## src/sv/gaussian_pdf_eval_macros.svh

```systemverilog
// Assertion helpers shared by gpe_queue and gpe_back.
// Clock is clock, reset is reset (synchronous, active high).
`ifndef GAUSSIAN_PDF_EVAL_MACROS_SVH
`define GAUSSIAN_PDF_EVAL_MACROS_SVH

// Same-cycle implication.
`define GPE_ASSERT_IMPL(name, ante, cons) \
   name: assert property (@(posedge clock) disable iff (reset) (ante) |-> (cons)) \
      else $error("gaussian_pdf_eval: assertion failed");

// Next-cycle implication.
`define GPE_ASSERT_NEXT(name, ante, cons) \
   name: assert property (@(posedge clock) disable iff (reset) (ante) |=> (cons)) \
      else $error("gaussian_pdf_eval: assertion failed");

`endif

```

## src/sv/gpe_pkg.sv

```systemverilog
`default_nettype none

package gpe_pkg;

   localparam int SAMPLE_W  = 16;
   localparam int ITV_W     = 32;
   localparam int NORM_W    = 24;
   localparam int DENS_W    = 24;
   localparam int CSR_IDX_W = 2;
   localparam int CSR_DAT_W = 32;

   // exponent: k beyond this shifts the product out entirely
   localparam int K_MAX = 24;
   localparam int K_W   = 5;
   localparam int F_W   = 16;

   // mantissa Q1.30 unsigned, value up to 1.0 inclusive
   localparam int M_W = 31;
   localparam int C_W = 30;

   localparam int unsigned LOG2E_Q16  = 94548;
   localparam int unsigned LN2_Q16    = 45426;
   localparam longint unsigned ONE_Q30    = 64'h0000_0000_4000_0000;
   localparam longint unsigned HALF_Q30   = 64'h0000_0000_2000_0000;
   localparam longint unsigned HALF_Q32   = 64'h0000_0000_8000_0000;
   localparam int SHIFT_BASE = 29;

   localparam int QUEUE_DEPTH = 4;
   localparam int PTR_W = $clog2(QUEUE_DEPTH);
   localparam int CNT_W = $clog2(QUEUE_DEPTH + 1);

   typedef enum logic [CSR_IDX_W-1:0] {
      CSR_MEAN = 2'd0,
      CSR_ITV  = 2'd1,
      CSR_NORM = 2'd2
   } gpe_csr_type;

   typedef struct packed {
      logic signed [SAMPLE_W-1:0] mean;
      logic [ITV_W-1:0]           itv;
      logic [NORM_W-1:0]          norm;
   } gpe_cfg_type;

   // classified item handed from front to back
   typedef struct packed {
      logic           zero;
      logic [K_W-1:0] k;
      logic [F_W-1:0] f;
   } gpe_item_type;

   function automatic longint unsigned isqrt64(input longint unsigned v_arg);
      longint unsigned v;
      longint unsigned res;
      longint unsigned bit_w;
      v     = v_arg;
      res   = 0;
      bit_w = 64'h4000_0000_0000_0000;
      for (int i = 0; i < 32; i++) begin
         if (v >= res + bit_w) begin
            v   = v - (res + bit_w);
            res = (res >> 1) + bit_w;
         end else begin
            res = res >> 1;
         end
         bit_w = bit_w >> 2;
      end
      return res;
   endfunction

   // 2^-(1/2^(idx+1)) in Q0.30, elaboration time only
   function automatic longint unsigned root_const(input int idx);
      longint unsigned c;
      c = isqrt64(64'h0800_0000_0000_0000);
      for (int j = 0; j < idx; j++) begin
         c = isqrt64(c << 30);
      end
      return c;
   endfunction

endpackage

`default_nettype wire

```

## src/sv/gpe_queue.sv

```systemverilog
`default_nettype none
`include "gaussian_pdf_eval_macros.svh"

module gpe_queue (
   input  logic                  clock,
   input  logic                  reset,
   input  logic                  push_i,
   input  gpe_pkg::gpe_item_type item_i,
   output logic                  full_o,
   input  logic                  pop_i,
   output logic                  empty_o,
   output gpe_pkg::gpe_item_type item_o
);
   import gpe_pkg::*;

   gpe_item_type     mem_ff [QUEUE_DEPTH];
   logic [PTR_W-1:0] wr_ff, wr_in;
   logic [PTR_W-1:0] rd_ff, rd_in;
   logic [CNT_W-1:0] count_ff, count_in;

   assign full_o  = (count_ff == CNT_W'(QUEUE_DEPTH));
   assign empty_o = (count_ff == '0);
   assign item_o  = mem_ff[rd_ff];

   always_comb begin
      wr_in    = push_i ? wr_ff + 1'b1 : wr_ff;
      rd_in    = pop_i ? rd_ff + 1'b1 : rd_ff;
      count_in = count_ff + CNT_W'(push_i) - CNT_W'(pop_i);
   end

   always_ff @(posedge clock) begin
      if (reset) begin
         wr_ff    <= '0;
         rd_ff    <= '0;
         count_ff <= '0;
      end else begin
         wr_ff    <= wr_in;
         rd_ff    <= rd_in;
         count_ff <= count_in;
      end
   end

   always_ff @(posedge clock) begin
      if (push_i) begin
         mem_ff[wr_ff] <= item_i;
      end
   end

   `GPE_ASSERT_IMPL(a_count_range, 1'b1, count_ff <= CNT_W'(QUEUE_DEPTH))
   `GPE_ASSERT_IMPL(a_no_push_full, full_o, !push_i)
   `GPE_ASSERT_NEXT(a_pop_count, pop_i && !push_i, count_ff == $past(count_ff) - 1'b1)

endmodule

`default_nettype wire

```

## config.mk

```make
export PLATFORM = sky130hd
export DESIGN_NAME = gpe_queue
export DESIGN_NICKNAME = d
export VERILOG_FILES = /design/src/sv/gpe_pkg.sv /design/src/sv/gpe_queue.sv
export VERILOG_INCLUDE_DIRS = /design/src /design/src/sv
export SDC_FILE = /design/constraint.sdc
export NUM_CORES = 1
export LEC_CHECK = 0
export ABC_AREA = 1
export ABC_CLOCK_PERIOD_IN_PS = 1600
export BUFFER_PORTS_ARGS = -buffer_cell sky130_fd_sc_hd__buf_2
export CELL_PAD_IN_SITES_DETAIL_PLACEMENT = 2
export CELL_PAD_IN_SITES_GLOBAL_PLACEMENT = 2
export CORE_UTILIZATION = 35
export DETAILED_ROUTE_END_ITERATION = 6
export PLACE_DENSITY_LB_ADDON = 0.2
export SLEW_MARGIN = 20
export SYNTH_ARGS = -nofsm -noshare
export SYNTH_HDL_FRONTEND = slang
export SYNTH_SLANG_ARGS = --single-unit
```

## constraint.sdc

```tcl
create_clock -name clock -period 1.6 [get_ports clock]
set_clock_uncertainty 0.15 [all_clocks]
set_input_delay 0.16 -clock clock [delete_from_list [all_inputs] [get_ports clock]]
set_output_delay 0.16 -clock clock [all_outputs]
set_load 0.02 [all_outputs]
```

# Word-level counts from Yosys, hierarchy flattened
# Memory sizes are Yosys's and may differ from the RTL's. A register that Yosys moved wholly into a read port is not among the register bits.
# Index checks and enable logic that the tools add are counted.
# word_totals
reg_bits	7
latch_bits	0
ram_bits	88
romBits	0
inputBits	26
output_inout_bits	24
wordCells	14
memories	1
# mem_list
memory	words	width	read_ports	rd_clocked_by_memory_dff	wr	line	text
mem_ff	4	22	1	1	1	gpe_queue.sv:16	gpe_item_type mem_ff [QUEUE_DEPTH];
# op_classes
n_addsub	4
mul	0
div_mod_pow	0
magnitude_cmp	0
n_eq_ne	1
shift	0
n_mux	4
bitwise	0
reduce_logical	1
# op_table
operator	count
adder 2 x 1 -> 2 bit, second input constant	2
2-to-1 mux 2 bit	2
adder 3 x 1 -> 3 bit	1
== test 3 bit, second input constant	1
logical NOT 3 bit	1
subtractor 3 x 1 -> 3 bit	1
2-to-1 mux 1 bit	2

# Longest topological paths before layout
# depth
ltp_word	3
ltp_mapped	9
depth_no_buf	9

# Worst setup path after synthesis
# OpenSTA, ideal clock, no wires.
# synth_timing
path_type	register to register
startpoint	reg count_ff[0]
endpoint	reg count_ff[2]
setup_ns	0.115
t_arrival_ns	1.386
required_time_ns	1.335
setup_slack_ns	-0.051
stages_incl_launch_ff	10
path_buffers	0
period_less_slack_ns	1.651
path_cell_list	dfxtp_1 > inv_1 > ha_1 > inv_1 > ha_1 > fa_1 > inv_1 > nand3_1 > nand2_1 > nor2_1
# synth_between
elab_chain_len	2
# synth_rtl
item	line	text
from (decl)	gpe_queue.sv:19	logic [CNT_W-1:0] count_ff, count_in;
from (signal assigned)	gpe_queue.sv:39	count_ff <= count_in;
adder 3 x 1 -> 3 bit	gpe_queue.sv:28	count_in = count_ff + CNT_W'(push_i) - CNT_W'(pop_i);
subtractor 3 x 1 -> 3 bit	gpe_queue.sv:28	
# Every way passes these cells.
# A chain may end at the register's enable or synchronous reset.

==> impl_metrics.csv <==
group,metric,value,unit
pwr,ir_drop,0.0005423,V
timing,drv_slew,0,
routing,routedWlPerCell,19.02,um
yosys,syn_nets,347,
timing,tns,-2.983,ns
layout,fin_util,0.5089,
clock_network,numCtsBuffers,9,
clock_network,clk_pin_slew_worst_paths,0.06,ns
worst_setup_path,cpPeakStageDelay,0.37,ns
global_routing,grt_usage,0.1711,
yosys,ys_ff_latch,97,
yosys,synth_area_leaders,"edfxtp_1, inv_1, o211ai_2",
die,die_x,108.8,um
timing,rsz0062_at_grt,"yes",
layout,num_antenna_cells,0,
timing,layout_min_cycle_time,1.775,ns
layout,fillers,1023,
die,dieArea,11850,um^2
yosys,synth.largest_area_cell,"edfxtp_1",
pwr,p_total,6481,uW
yosys,synth_top_cell_area_share,0.6614,
min_path,hp-class,"in2reg",
outcome,violations,"negative setup slack",
global_routing,grt_pass1_wl,14.72,mm
yosys,seq_area_frac_synth,0.7065,
job,maxCapViolCount,0,
clock_network,ctsHtreeMaxLevel,3,
routing,drtPass1Iterations,4,
worst_setup_path,critPathMostFrequentCell,"buf_4",
worst_setup_path,arrival,1.46,ns
die,core-area,10980,um^2
layout,area_delta_synth_final,39.90,%
global_routing,antenna_found_initial,0,
clock_network,cts-root-buf,"clkbuf_16",
clock_network,clock-sinks,97,
worst_setup_path,crit_buf_inv,3,
routing,detail-route-antenna-nets,0,
yosys,synth_area,3995,um^2
outcome,status,"finished, violations left",
worst_setup_path,critPathRequiredTime,1.29,ns
die,rows,38,
timing,relSlewSlack,0.8047,
timing,hold_viol,0,
die,floorplan.initialDensity,0.3638,
routing,routed_wl,10.58,mm
routing,drt-vias-per-instance,4.862,
worst_setup_path,critical_path_class,"reg2out",
pwr,power.density,1160,nW/um^2
worst_setup_path,critPathTopFamily,"buffers and inverters",
place,numPortBuffers,49,
global_routing,grt_pass1_vias,2909,
pwr,p_leak,0.002232,uW
die,pin_count,50,
worst_setup_path,crit_path_start_kind,"flip-flop",
clock_network,cts.path.max_buffers,2,
global_routing,grt-ovfl-total,0,
yosys,syn_area_per_cell,12.72,um^2
yosys,synth_cell_type_count,19,
global_routing,grt_start_max_net_pins,31,
die,die_h,108.8,um
clock_network,clkLatencyLatePin,0.34,ns
place,dpl.hpwl,5.373,mm
worst_setup_path,path_cells,"buf_4 > buf_16 > a21oi_2 > o21ai_1 > nand2_1 > buf_4",
routing,vias,2703,
place,place_congestion,0.7186,
routing,drc,0,
worst_setup_path,worst-path-max-fanout,8,
yosys,yosysWarningCount,0,
worst_setup_path,crit_path_end_kind,"output port",
clock_network,cts_tree,"yes",
timing,setup_slack,-0.1748,ns
timing,tightestPinTransition,0.2929,ns
yosys,synth_cells,314,
timing,finalSetupViolCount,24,
routing,initialDrtViolationCount,82,
timing,fin_crit_sh,1.109,
worst_setup_path,slowest_stage,"dfxtp_4",
timing,fmax,563.5,MHz
layout,drive_above_1_share,0.3654,
layout,fin_nets,444,
sequential cells by signal, summed over array words and instances, names as in the netlist, named ones only:
register,count
rd_ff,2
count_ff,3
wr_ff,2
mem_ff,88
power breakdown:
part | switching [uW] | internal [uW]
clock | 1020 | 1400
combinational | 622 | 496
sequential | 53.0 | 2890
worst register-to-register path, delay by kind of cell, from the launching register on:
kind | cells | cell delay (ns)
DFF | 1 | 0.34
buffers and inverters | 3 | 0.12
and+or+nand+nor | 1 | 0.10
adders and majority gates | 3 | 0.93
logic make-up after synthesis:
| family | Yosys count | synth area share |
|---|---|---|
| AOI/OAI and AO/OA | 76 | 0.1315 |
| adders and majority gates | 7 | 0.02380 |
| buffers and inverters | 76 | 0.08299 |
| DFF | 97 | 0.7065 |
| and+or+nand+nor | 58 | 0.05512 |
layout by cell type (no fill, tap or decap), types with 5 or more instances in the layout:
cell | synthesis | final
o21ai_2 | 0 | 5
edfxtp_1 | 88 | 88
o211ai_2 | 18 | 18
a21oi_2 | 0 | 16
a21oi_1 | 28 | 8
inv_1 | 61 | 57
buf_2 | 7 | 27
o21ai_1 | 2 | 17
clkbuf_16 | 0 | 14
dfxtp_1 | 9 | 6
nand2_1 | 52 | 48
dlygate4sd3_1 | 0 | 24
buf_6 | 4 | 23
buf_4 | 1 | 16
metal layers:
| layer | GRT usage | vias to the layer above | routed length (um) |
|---|---|---|---|
| met3 | 0.03646 | 9 | 240 |
| met2 | 0.3074 | 49 | 5753 |
| met4 | 0.05792 | 0 | 138 |
| met1 | 0.2021 | 1375 | 4446 |
| li1 | - | 1270 | - |
| met5 | 0 | - | 0 |
synthesized netlist by cell type:
library cell / number
buf_2: 7
inv_1: 61
buf_6: 4
o21ai_0: 24
a21oi_1: 28
dfxtp_1: 9
buf_4: 1
clkbuf_4: 1
fa_1: 1
clkbuf_1: 2
nand3_1: 1
nor2_1: 4
nand2_1: 52
o211ai_2: 18
o21ai_1: 2
edfxtp_1: 88
ha_1: 6
o211ai_1: 4
nor3_1: 1
stage by stage:
stage / hold WS (ns) / instances / area [um^2] / worst slack (ns)
2_1_floorplan: 0.07380 / 314 / 4001 / -0.002078
3_3_place_gp: 0.2058 / 502 / 4492 / -0.009905
3_5_place_dp: 0.2135 / 502 / 4492 / -0.09530
4_1_cts: 0.07905 / 543 / 5191 / -0.1763
5_1_grt: 0.1071 / 556 / 5589 / -0.2368
6_report: 0.09234 / 556 / 5589 / -0.1748
final timing paths:
kind | to | from | slack [ns] | cells past startpoint
worst max-delay path | item_o[20] | flip-flop | -0.17 | 6
worst min register to register | rd_ff[0]$_SDFFE_PP0P_ | rd_ff[0]$_SDFFE_PP0P_ | 0.33 | 1
worst min-delay path | wr_ff[0]$_SDFFE_PP0P_ | push_i | 0.09 | 3
worst max register to register | count_ff[1]$_SDFF_PP0_ | count_ff[0]$_SDFF_PP0_ | -0.09 | 7
final cells by class:
cell class	instances	area, um^2	share of cell area
sequential	97	2829	0.5062
tap	140	175.2	0.03134
timing repair buffer	101	1015	0.1816
clock buffer	9	225.2	0.04030
multi-input combinational	141	1010	0.1807
clock inverter	7	106.4	0.01903
inverter	61	229.0	0.04097
repair_timing:
action | in CTS | in global routing
hold buffers | 24 | 0
cloned | 1 | 7
resized for setup | 39 | 67
buffers inserted | 0 | 6
setup endpoints to repair | 24 | 24
hold endpoints to repair | 92 | 0
pin swaps | 4 | 29
(Power assumes the default switching activity.)
