===== config.mk =====
export PLATFORM = sky130hd
export DESIGN_NAME = gpe_front_flat
export DESIGN_NICKNAME = d
export VERILOG_FILES = /design/src/sv/gaussian_pdf_eval_macros.svh /design/src/sv/gpe_pkg.sv /design/src/sv/gpe_req_if.sv /design/src/sv/gpe_front.sv /design/src/flat_wrapper.sv
export SDC_FILE = /design/constraint.sdc
export NUM_CORES = 2
export LEC_CHECK = 0
export BUFFER_PORTS_ARGS = -buffer_cell sky130_fd_sc_hd__buf_4
export CELL_PAD_IN_SITES_DETAIL_PLACEMENT = 1
export CELL_PAD_IN_SITES_GLOBAL_PLACEMENT = 1
export CORE_ASPECT_RATIO = 0.75
export CORE_UTILIZATION = 57
export DETAILED_ROUTE_END_ITERATION = 16
export PLACE_DENSITY = 0.93
export SKIP_LAST_GASP = 1
export SYNTH_ARGS = -nofsm -noshare
export SYNTH_HDL_FRONTEND = slang
export SYNTH_SLANG_ARGS = --single-unit

===== constraint.sdc =====
create_clock -name clock -period 12.8 [get_ports clock]
set_input_delay 0.64 -clock clock [delete_from_list [all_inputs] [get_ports clock]]
set_output_delay 0.64 -clock clock [all_outputs]
set_load 0.03 [all_outputs]

===== src/sv/gaussian_pdf_eval_macros.svh =====
// Assertion helpers shared by gpe_queue and gpe_back.
// Clock is clock, reset is reset (synchronous, active high).
`ifndef GAUSSIAN_PDF_EVAL_MACROS_SVH
`define GAUSSIAN_PDF_EVAL_MACROS_SVH

// Same-cycle implication.
`define GPE_ASSERT_IMPL(name, ante, cons) \
   name: assert property (@(posedge clock) disable iff (reset) (ante) |-> (cons)) \
      else $error("gaussian_pdf_eval: assertion failed");

// Next-cycle implication.
`define GPE_ASSERT_NEXT(name, ante, cons) \
   name: assert property (@(posedge clock) disable iff (reset) (ante) |=> (cons)) \
      else $error("gaussian_pdf_eval: assertion failed");

`endif


===== src/sv/gpe_pkg.sv =====
`default_nettype none

package gpe_pkg;

   localparam int SAMPLE_W  = 16;
   localparam int ITV_W     = 32;
   localparam int NORM_W    = 24;
   localparam int DENS_W    = 24;
   localparam int CSR_IDX_W = 2;
   localparam int CSR_DAT_W = 32;

   // exponent: k beyond this shifts the product out entirely
   localparam int K_MAX = 24;
   localparam int K_W   = 5;
   localparam int F_W   = 16;

   // mantissa Q1.30 unsigned, value up to 1.0 inclusive
   localparam int M_W = 31;
   localparam int C_W = 30;

   localparam int unsigned LOG2E_Q16  = 94548;
   localparam int unsigned LN2_Q16    = 45426;
   localparam longint unsigned ONE_Q30    = 64'h0000_0000_4000_0000;
   localparam longint unsigned HALF_Q30   = 64'h0000_0000_2000_0000;
   localparam longint unsigned HALF_Q32   = 64'h0000_0000_8000_0000;
   localparam int SHIFT_BASE = 29;

   localparam int QUEUE_DEPTH = 4;
   localparam int PTR_W = $clog2(QUEUE_DEPTH);
   localparam int CNT_W = $clog2(QUEUE_DEPTH + 1);

   typedef enum logic [CSR_IDX_W-1:0] {
      CSR_MEAN = 2'd0,
      CSR_ITV  = 2'd1,
      CSR_NORM = 2'd2
   } gpe_csr_type;

   typedef struct packed {
      logic signed [SAMPLE_W-1:0] mean;
      logic [ITV_W-1:0]           itv;
      logic [NORM_W-1:0]          norm;
   } gpe_cfg_type;

   // classified item handed from front to back
   typedef struct packed {
      logic           zero;
      logic [K_W-1:0] k;
      logic [F_W-1:0] f;
   } gpe_item_type;

   function automatic longint unsigned isqrt64(input longint unsigned v_arg);
      longint unsigned v;
      longint unsigned res;
      longint unsigned bit_w;
      v     = v_arg;
      res   = 0;
      bit_w = 64'h4000_0000_0000_0000;
      for (int i = 0; i < 32; i++) begin
         if (v >= res + bit_w) begin
            v   = v - (res + bit_w);
            res = (res >> 1) + bit_w;
         end else begin
            res = res >> 1;
         end
         bit_w = bit_w >> 2;
      end
      return res;
   endfunction

   // 2^-(1/2^(idx+1)) in Q0.30, elaboration time only
   function automatic longint unsigned root_const(input int idx);
      longint unsigned c;
      c = isqrt64(64'h0800_0000_0000_0000);
      for (int j = 0; j < idx; j++) begin
         c = isqrt64(c << 30);
      end
      return c;
   endfunction

endpackage

`default_nettype wire


===== src/sv/gpe_req_if.sv =====
`default_nettype none

interface gpe_req_if;
   import gpe_pkg::*;

   logic                       valid;
   logic                       ready;
   logic signed [SAMPLE_W-1:0] sample;

   modport source (output valid, output sample, input ready);
   modport sink   (input valid, input sample, output ready);
endinterface

`default_nettype wire


===== src/sv/gpe_front.sv =====
`default_nettype none

module gpe_front (
   input  logic                 clock,
   input  logic                 reset,
   input  gpe_pkg::gpe_cfg_type cfg,
   gpe_req_if.sink              req,
   input  logic                 full_i,
   output logic                 push_o,
   output gpe_pkg::gpe_item_type item_o
);
   import gpe_pkg::*;

   logic en;

   logic        v1_ff, v2_ff, v3_ff, v4_ff;
   logic [15:0] ad_ff, ad_in;
   logic [31:0] sq_ff, sq_in;
   logic [20:0] t_ff, t_in;
   logic        big_ff, big_in;
   gpe_item_type item_ff, item_in;

   logic [16:0] diff;
   logic [16:0] ndiff;
   logic [63:0] prod_t;
   logic [37:0] prod_u;
   logic [5:0]  k_full;

   // whole front stalls only when its last item cannot enter the queue;
   // nothing is taken while reset is held
   assign en        = !(v4_ff && full_i);
   assign req.ready = en && !reset;
   assign push_o    = v4_ff && !full_i;
   assign item_o    = item_ff;

   always_comb begin
      diff  = {req.sample[SAMPLE_W-1], req.sample} - {cfg.mean[SAMPLE_W-1], cfg.mean};
      ndiff = -diff;
      ad_in = diff[16] ? ndiff[15:0] : diff[15:0];
   end

   assign sq_in = 32'(ad_ff) * 32'(ad_ff);

   // argument t in units of 2^-16; anything from 32.0 up yields zero
   always_comb begin
      prod_t = 64'(sq_ff) * 64'(cfg.itv);
      t_in   = prod_t[36:16];
      big_in = |prod_t[63:37];
   end

   always_comb begin
      prod_u       = 38'(t_ff) * 38'(LOG2E_Q16);
      k_full       = prod_u[37:32];
      item_in.zero = big_ff || (k_full > 6'(K_MAX));
      item_in.k    = k_full[K_W-1:0];
      item_in.f    = prod_u[31:16];
   end

   always_ff @(posedge clock) begin
      if (reset) begin
         v1_ff <= 1'b0;
         v2_ff <= 1'b0;
         v3_ff <= 1'b0;
         v4_ff <= 1'b0;
      end else if (en) begin
         v1_ff <= req.valid;
         v2_ff <= v1_ff;
         v3_ff <= v2_ff;
         v4_ff <= v3_ff;
      end
   end

   always_ff @(posedge clock) begin
      if (en) begin
         ad_ff   <= ad_in;
         sq_ff   <= sq_in;
         t_ff    <= t_in;
         big_ff  <= big_in;
         item_ff <= item_in;
      end
   end

endmodule

`default_nettype wire


===== src/flat_wrapper.sv =====
// flat-port wrapper written by rule: the top's interface ports become plain ports
module gpe_front_flat import gpe_pkg::*;
  (clock, reset, cfg, full_i, push_o, item_o, req_valid, req_sample, req_ready);
  gpe_req_if req_i ();
  input  logic clock;
  input  logic reset;
  input  gpe_pkg::gpe_cfg_type cfg;
  input  logic full_i;
  output logic push_o;
  output gpe_pkg::gpe_item_type item_o;
  input wire logic [$bits(req_i.valid)-1:0] req_valid;
  input wire logic [$bits(req_i.sample)-1:0] req_sample;
  output wire logic [$bits(req_i.ready)-1:0] req_ready;
  assign req_i.valid = req_valid;
  assign req_i.sample = req_sample;
  assign req_ready = req_i.ready;
  gpe_front u_core (.clock(clock), .reset(reset), .cfg(cfg), .req(req_i), .full_i(full_i), .push_o(push_o), .item_o(item_o));
endmodule

======== After elaboration in Yosys (flattened, before gate mapping) ========
Index checks and enable logic that the tools add are counted.
word-level totals
  input bits .............................. 92
  flip-flop bits (word level) ............. 96
  output and inout bits ................... 24
cells by class
  multipliers ............................. 3
  order comparisons ....................... 1
  $add $sub $neg .......................... 2
  reduce and logical (&&, ||, !) cells .... 8
  muxes and demuxes ....................... 1
operators by type and width
  operator                                                                          number
  32-bit by 32-bit multiplier with 64-bit output                                    1
  21-bit by 15-bit multiplier with 36-bit output (second input constant)            1
  16-bit by 16-bit multiplier with 32-bit output                                    1
  27-bit OR reduction                                                               1
  16-bit by 16-bit subtractor with 17-bit output                                    1
  16-bit two-way mux                                                                1
  16-bit negator                                                                    1
  6-bit by 5-bit greater-than comparator with 1-bit output (second input constant)  1
  1-bit logical AND                                                                 3
  1-bit zero test                                                                   3
  1-bit logical OR                                                                  1

======== Logic depth before layout (Yosys ltp) ========
  word-level depth ........................ 3
  gate-level depth with buffers ........... 31
  mapped depth without buffers ............ 29

======== Worst setup path before layout ========
No wires, ideal clock.
  kind .................................... input -> register
  start ................................... input cfg[41] in the netlist's numbering
  end ..................................... register u_core.big_ff, data pin
  library setup time ...................... 269 ps
  required time ........................... 12531 ps
  path slack .............................. 4997 ps
  stages .................................. 28
  data arrival time ....................... 7534 ps
  cell sequence ........................... clkbuf_1 > and2_1 > fa_1 > inv_1 > fa_1 > inv_1 > fa_1 > inv_1 > fa_1 > inv_1 > fa_1 > fa_1 > fa_1 > inv_1 > fa_1 > inv_1 > ha_1 > and2_1 > and3_1 > and3b_1 > and3_1 > a2111oi_2 > o31ai_1 > a31oi_1 > xor2_1 > nand2_1 > nor4_1 > nand4_1
between the ends
  cells in the longest elaborated chain, start to end .. 2
RTL lines
  item                                            RTL line           source
  from (decl)                                     flat_wrapper.sv:7  input gpe_pkg::gpe_cfg_type cfg;
  32-bit by 32-bit multiplier with 64-bit output  gpe_front.sv:46    prod_t = 64'(sq_ff) * 64'(cfg.itv);
  27-bit OR reduction                             gpe_front.sv:48    big_in = |prod_t[63:37];
  via u_core.big_in                               gpe_front.sv:20    logic big_ff, big_in;
  to (signal assigned)                            gpe_front.sv:78    big_ff <= big_in;
  to (decl)                                       gpe_front.sv:20
The timed path passes the listed nets, and every way through them passes these cells.
A chain may end at the register's enable or synchronous reset.

======== Worst setup path in the final report ========
  start ................................... register u_core.sq_ff[12]
  end ..................................... register u_core.big_ff, data pin
between the ends
  cells in the longest elaborated chain, start to end .. 2
RTL lines
  item                                            RTL line         source
  from (decl)                                     gpe_front.sv:18  logic [31:0] sq_ff, sq_in;
  from (signal assigned)                          gpe_front.sv:76  sq_ff <= sq_in;
  32-bit by 32-bit multiplier with 64-bit output  gpe_front.sv:46
  27-bit OR reduction                             gpe_front.sv:48
  via u_core.big_in                               gpe_front.sv:20
The timed path passes the listed nets, and every way through them passes these cells.

==> run metrics <==
Clk pin slew, worst setup/hold paths 0.08 ns; top-area cell type share of the netlist area 0.468; RSZ-0062 raised after global routing no; Post-synth ARST share 0; Max transition margin 0.156; Area Overhead vs Synth 3.80%; # Post-CTS Setup Buffers 0; crit path time final 10.34 ns; clock latency on the worst-skew pair 0.42 ns; clk sink count 95; Syn Inst Count 5182; Clock Path Buffers 2; Area contributors post-synth fa_1 (47%), ha_1 (14%), inv_1 (9.5%); first-pass GRT wire length 275000 um; # port buffers 91; Final HPWL DP 136000 um; area leader, netlist fa_1; H-tree depth 3; core footprint 0.0845 sq mm; status finished, final reports clean; GRT Total Usage 0.419; vias per cell 6.21; post-synthesis mux area share 0.00105; Worst path most repeated cell fa_1; die width 340 um; Vias 38773; CP max stage cell edfxtp_1; Routed Wire Length 176000 um; Seq cells post-synth 95; Final Cycle Share 0.808; cts bufs inserted 9; initial antenna violation count 6; num rows 92; Min Hold Slack 0.441 ns; Synth Flop Type edfxtp_1; DR iter-0 viols 3551; fmax 0.0967 GHz; post-layout util 0.601; placed cells 6224; Max Slew Vio Count 0; Final Hold Fails 0; io pins 116; Mapped Area 0.0489 sq mm; max incr delay on CP 1.07 ns; Filler cells 9514; routability congestion estimate 0.974; post-route setup TNS 0 ns; startpoint types flop; register area share after synthesis 0.0575; Compound-Gate Fraction of Synth Area 0.0488; initial core utilization 0.579; fin nets 6885; Routed Antenna Nets 0; maxcap violations 0; Yosys warnings 0; final setup violation count 0; Post-Route M1 WL 59500 um; CTS tree built; XOR/XNOR Fraction of Synth Area 0.0220; ratio of cells with drive above 1 in the final layout 0.0315; HP Class in2reg; crit path kind reg2reg; height of the die 256 um; Simple-Gate Fraction of Synth Area 0.152; Adder-Cell Fraction of Synth Area 0.607; largest family of logic cells by synthesized area adder cells; drt first pass iters 6; syn_area_per_cell 9.44 sq um; EDFF count, synth 91; WP data required 12.93 ns; Worst Skew 0.0403 ns; post-CTS sizing 0; Top Metal Used met5; Yosys cell types 72; vias in the first global route 46927; # hold bufs at CTS 0; final non-filler cell total 6242; root buf cell clkbuf_16; worst-path fanout max 19; Worst Setup End Kind flop; met2 routed WL 84900 um; Overflow after GRT 0; wire per inst 28.1 um; CP Data Arrival Time 10.47 ns; die area 0.0870 sq mm; largest net degree at the start of global routing 69; wire length on met3 16600 um; Slew @ Worst Pin 1.27 ns; DRC viols 0
==> through the flow <==
step,instance area [sq um],setup slack [ns]
final,50800,2.46
after floorplan,49000,5.00
after detailed placement,50500,3.08
after global placement,50500,3.36
after CTS,50800,2.83
after global routing,50800,2.33
==> placed cells by master (no fill, tap or decap), drive strengths merged, types with 7 or more instances in the layout <==
cell type  count
a211oi        14
a21o          37
a21oi        122
a31oi         14
and2         651
and3          15
buf          124
clkbuf        10
conb          18
edfxtp        91
fa          1145
ha           541
inv         1237
nand2        542
nand2b        11
nand3         34
nand4         20
nor2          93
nor2b         22
nor3          23
nor4          10
o211ai         7
o21a          14
o21ai         60
o21bai        16
o221ai         7
o31ai         10
xnor2         87
xor2          36
==> flip-flops by register name, summed over array words and instances (netlist names) <==
signal / cells
u_core.t_ff: 21
u_core.sq_ff: 31
u_core.item_o: 22
u_core.v2_ff: 1
u_core.v4_ff: 1
u_core.v3_ff: 1
u_core.big_ff: 1
u_core.ad_ff: 16
u_core.v1_ff: 1
==> worst max-delay path: cells and delay by family (launching register included) <==
family	cells	cell delay [ns]
AOI/OAI and AO/OA	5	2.29
xor gates and xnor gates	1	0.11
adders and majority gates	9	4.72
buffers and inverters	6	0.84
DFF	1	1.07
and+or+nand+nor	6	1.01
==> Yosys cell counts (4+ instances only) <==
cell	n
or3_1	6
xor2_1	36
xnor2_1	87
nand4_1	20
a211oi_1	12
nor4_1	10
mux2i_1	4
nor2_1	93
ha_1	541
o221ai_1	6
o21bai_1	16
inv_1	1236
a21o_1	37
edfxtp_1	91
nor2b_1	22
o21a_1	14
a211o_1	4
o211ai_1	7
nand2b_1	11
nand2_1	542
or2_2	6
nand3_1	34
o31a_1	4
nor3_1	23
o41ai_1	6
o21ai_0	58
and2_1	650
dfxtp_1	4
o31ai_1	10
a21oi_1	120
o22ai_1	4
a31oi_1	13
and3_1	15
fa_1	1145
a221oi_1	5
clkbuf_1	223
==> path summary, 6_finish.rpt <==
| kind | start | end | slack, ns | depth (start not counted) |
|---|---|---|---|---|
| worst max-delay path | u_core.sq_ff[12] | u_core.big_ff | 2.46 | 27 |
| worst min-delay path | reset | u_core.v4_ff | 0.44 | 2 |
| worst max register to register | u_core.sq_ff[12] | u_core.big_ff | 2.46 | 27 |
| worst min register to register | u_core.v2_ff | u_core.v3_ff | 0.48 | 2 |
==> cell type report <==
class | count | area (sq um) | share of cell area
multi-input combinational | 3641 | 40700 | 0.801
inverter | 1236 | 4640 | 0.0913
sequential | 95 | 2810 | 0.0554
tap | 1128 | 1410 | 0.0278
timing repair buffer | 124 | 931 | 0.0183
clock buffer | 10 | 229 | 0.00451
clock inverter | 6 | 68.8 | 0.00135
antenna | 2 | 5.00 | 0.0000985
==> cell families (layout without fill, tap and decap cells) <==
| logic type | Yosys count | in the layout |
|---|---|---|
| AOI/OAI and AO/OA | 363 | 363 |
| xor gates and xnor gates | 123 | 123 |
| adders and majority gates | 1686 | 1686 |
| buffers and inverters | 1462 | 1376 |
| DFF | 95 | 95 |
| muxes | 5 | 5 |
| other | 2 | 20 |
| and+or+nand+nor | 1446 | 1446 |
==> routing by layer <==
layer,up-vias,track usage
li1,15278,-
met2,2574,0.698
met4,2,0.292
met3,1026,0.0842
met1,19893,0.486
met5,-,0
Power is left out: the tool's default activity adds up to more than one toggle a clock period on the data nets, which glitch-free logic cannot reach.
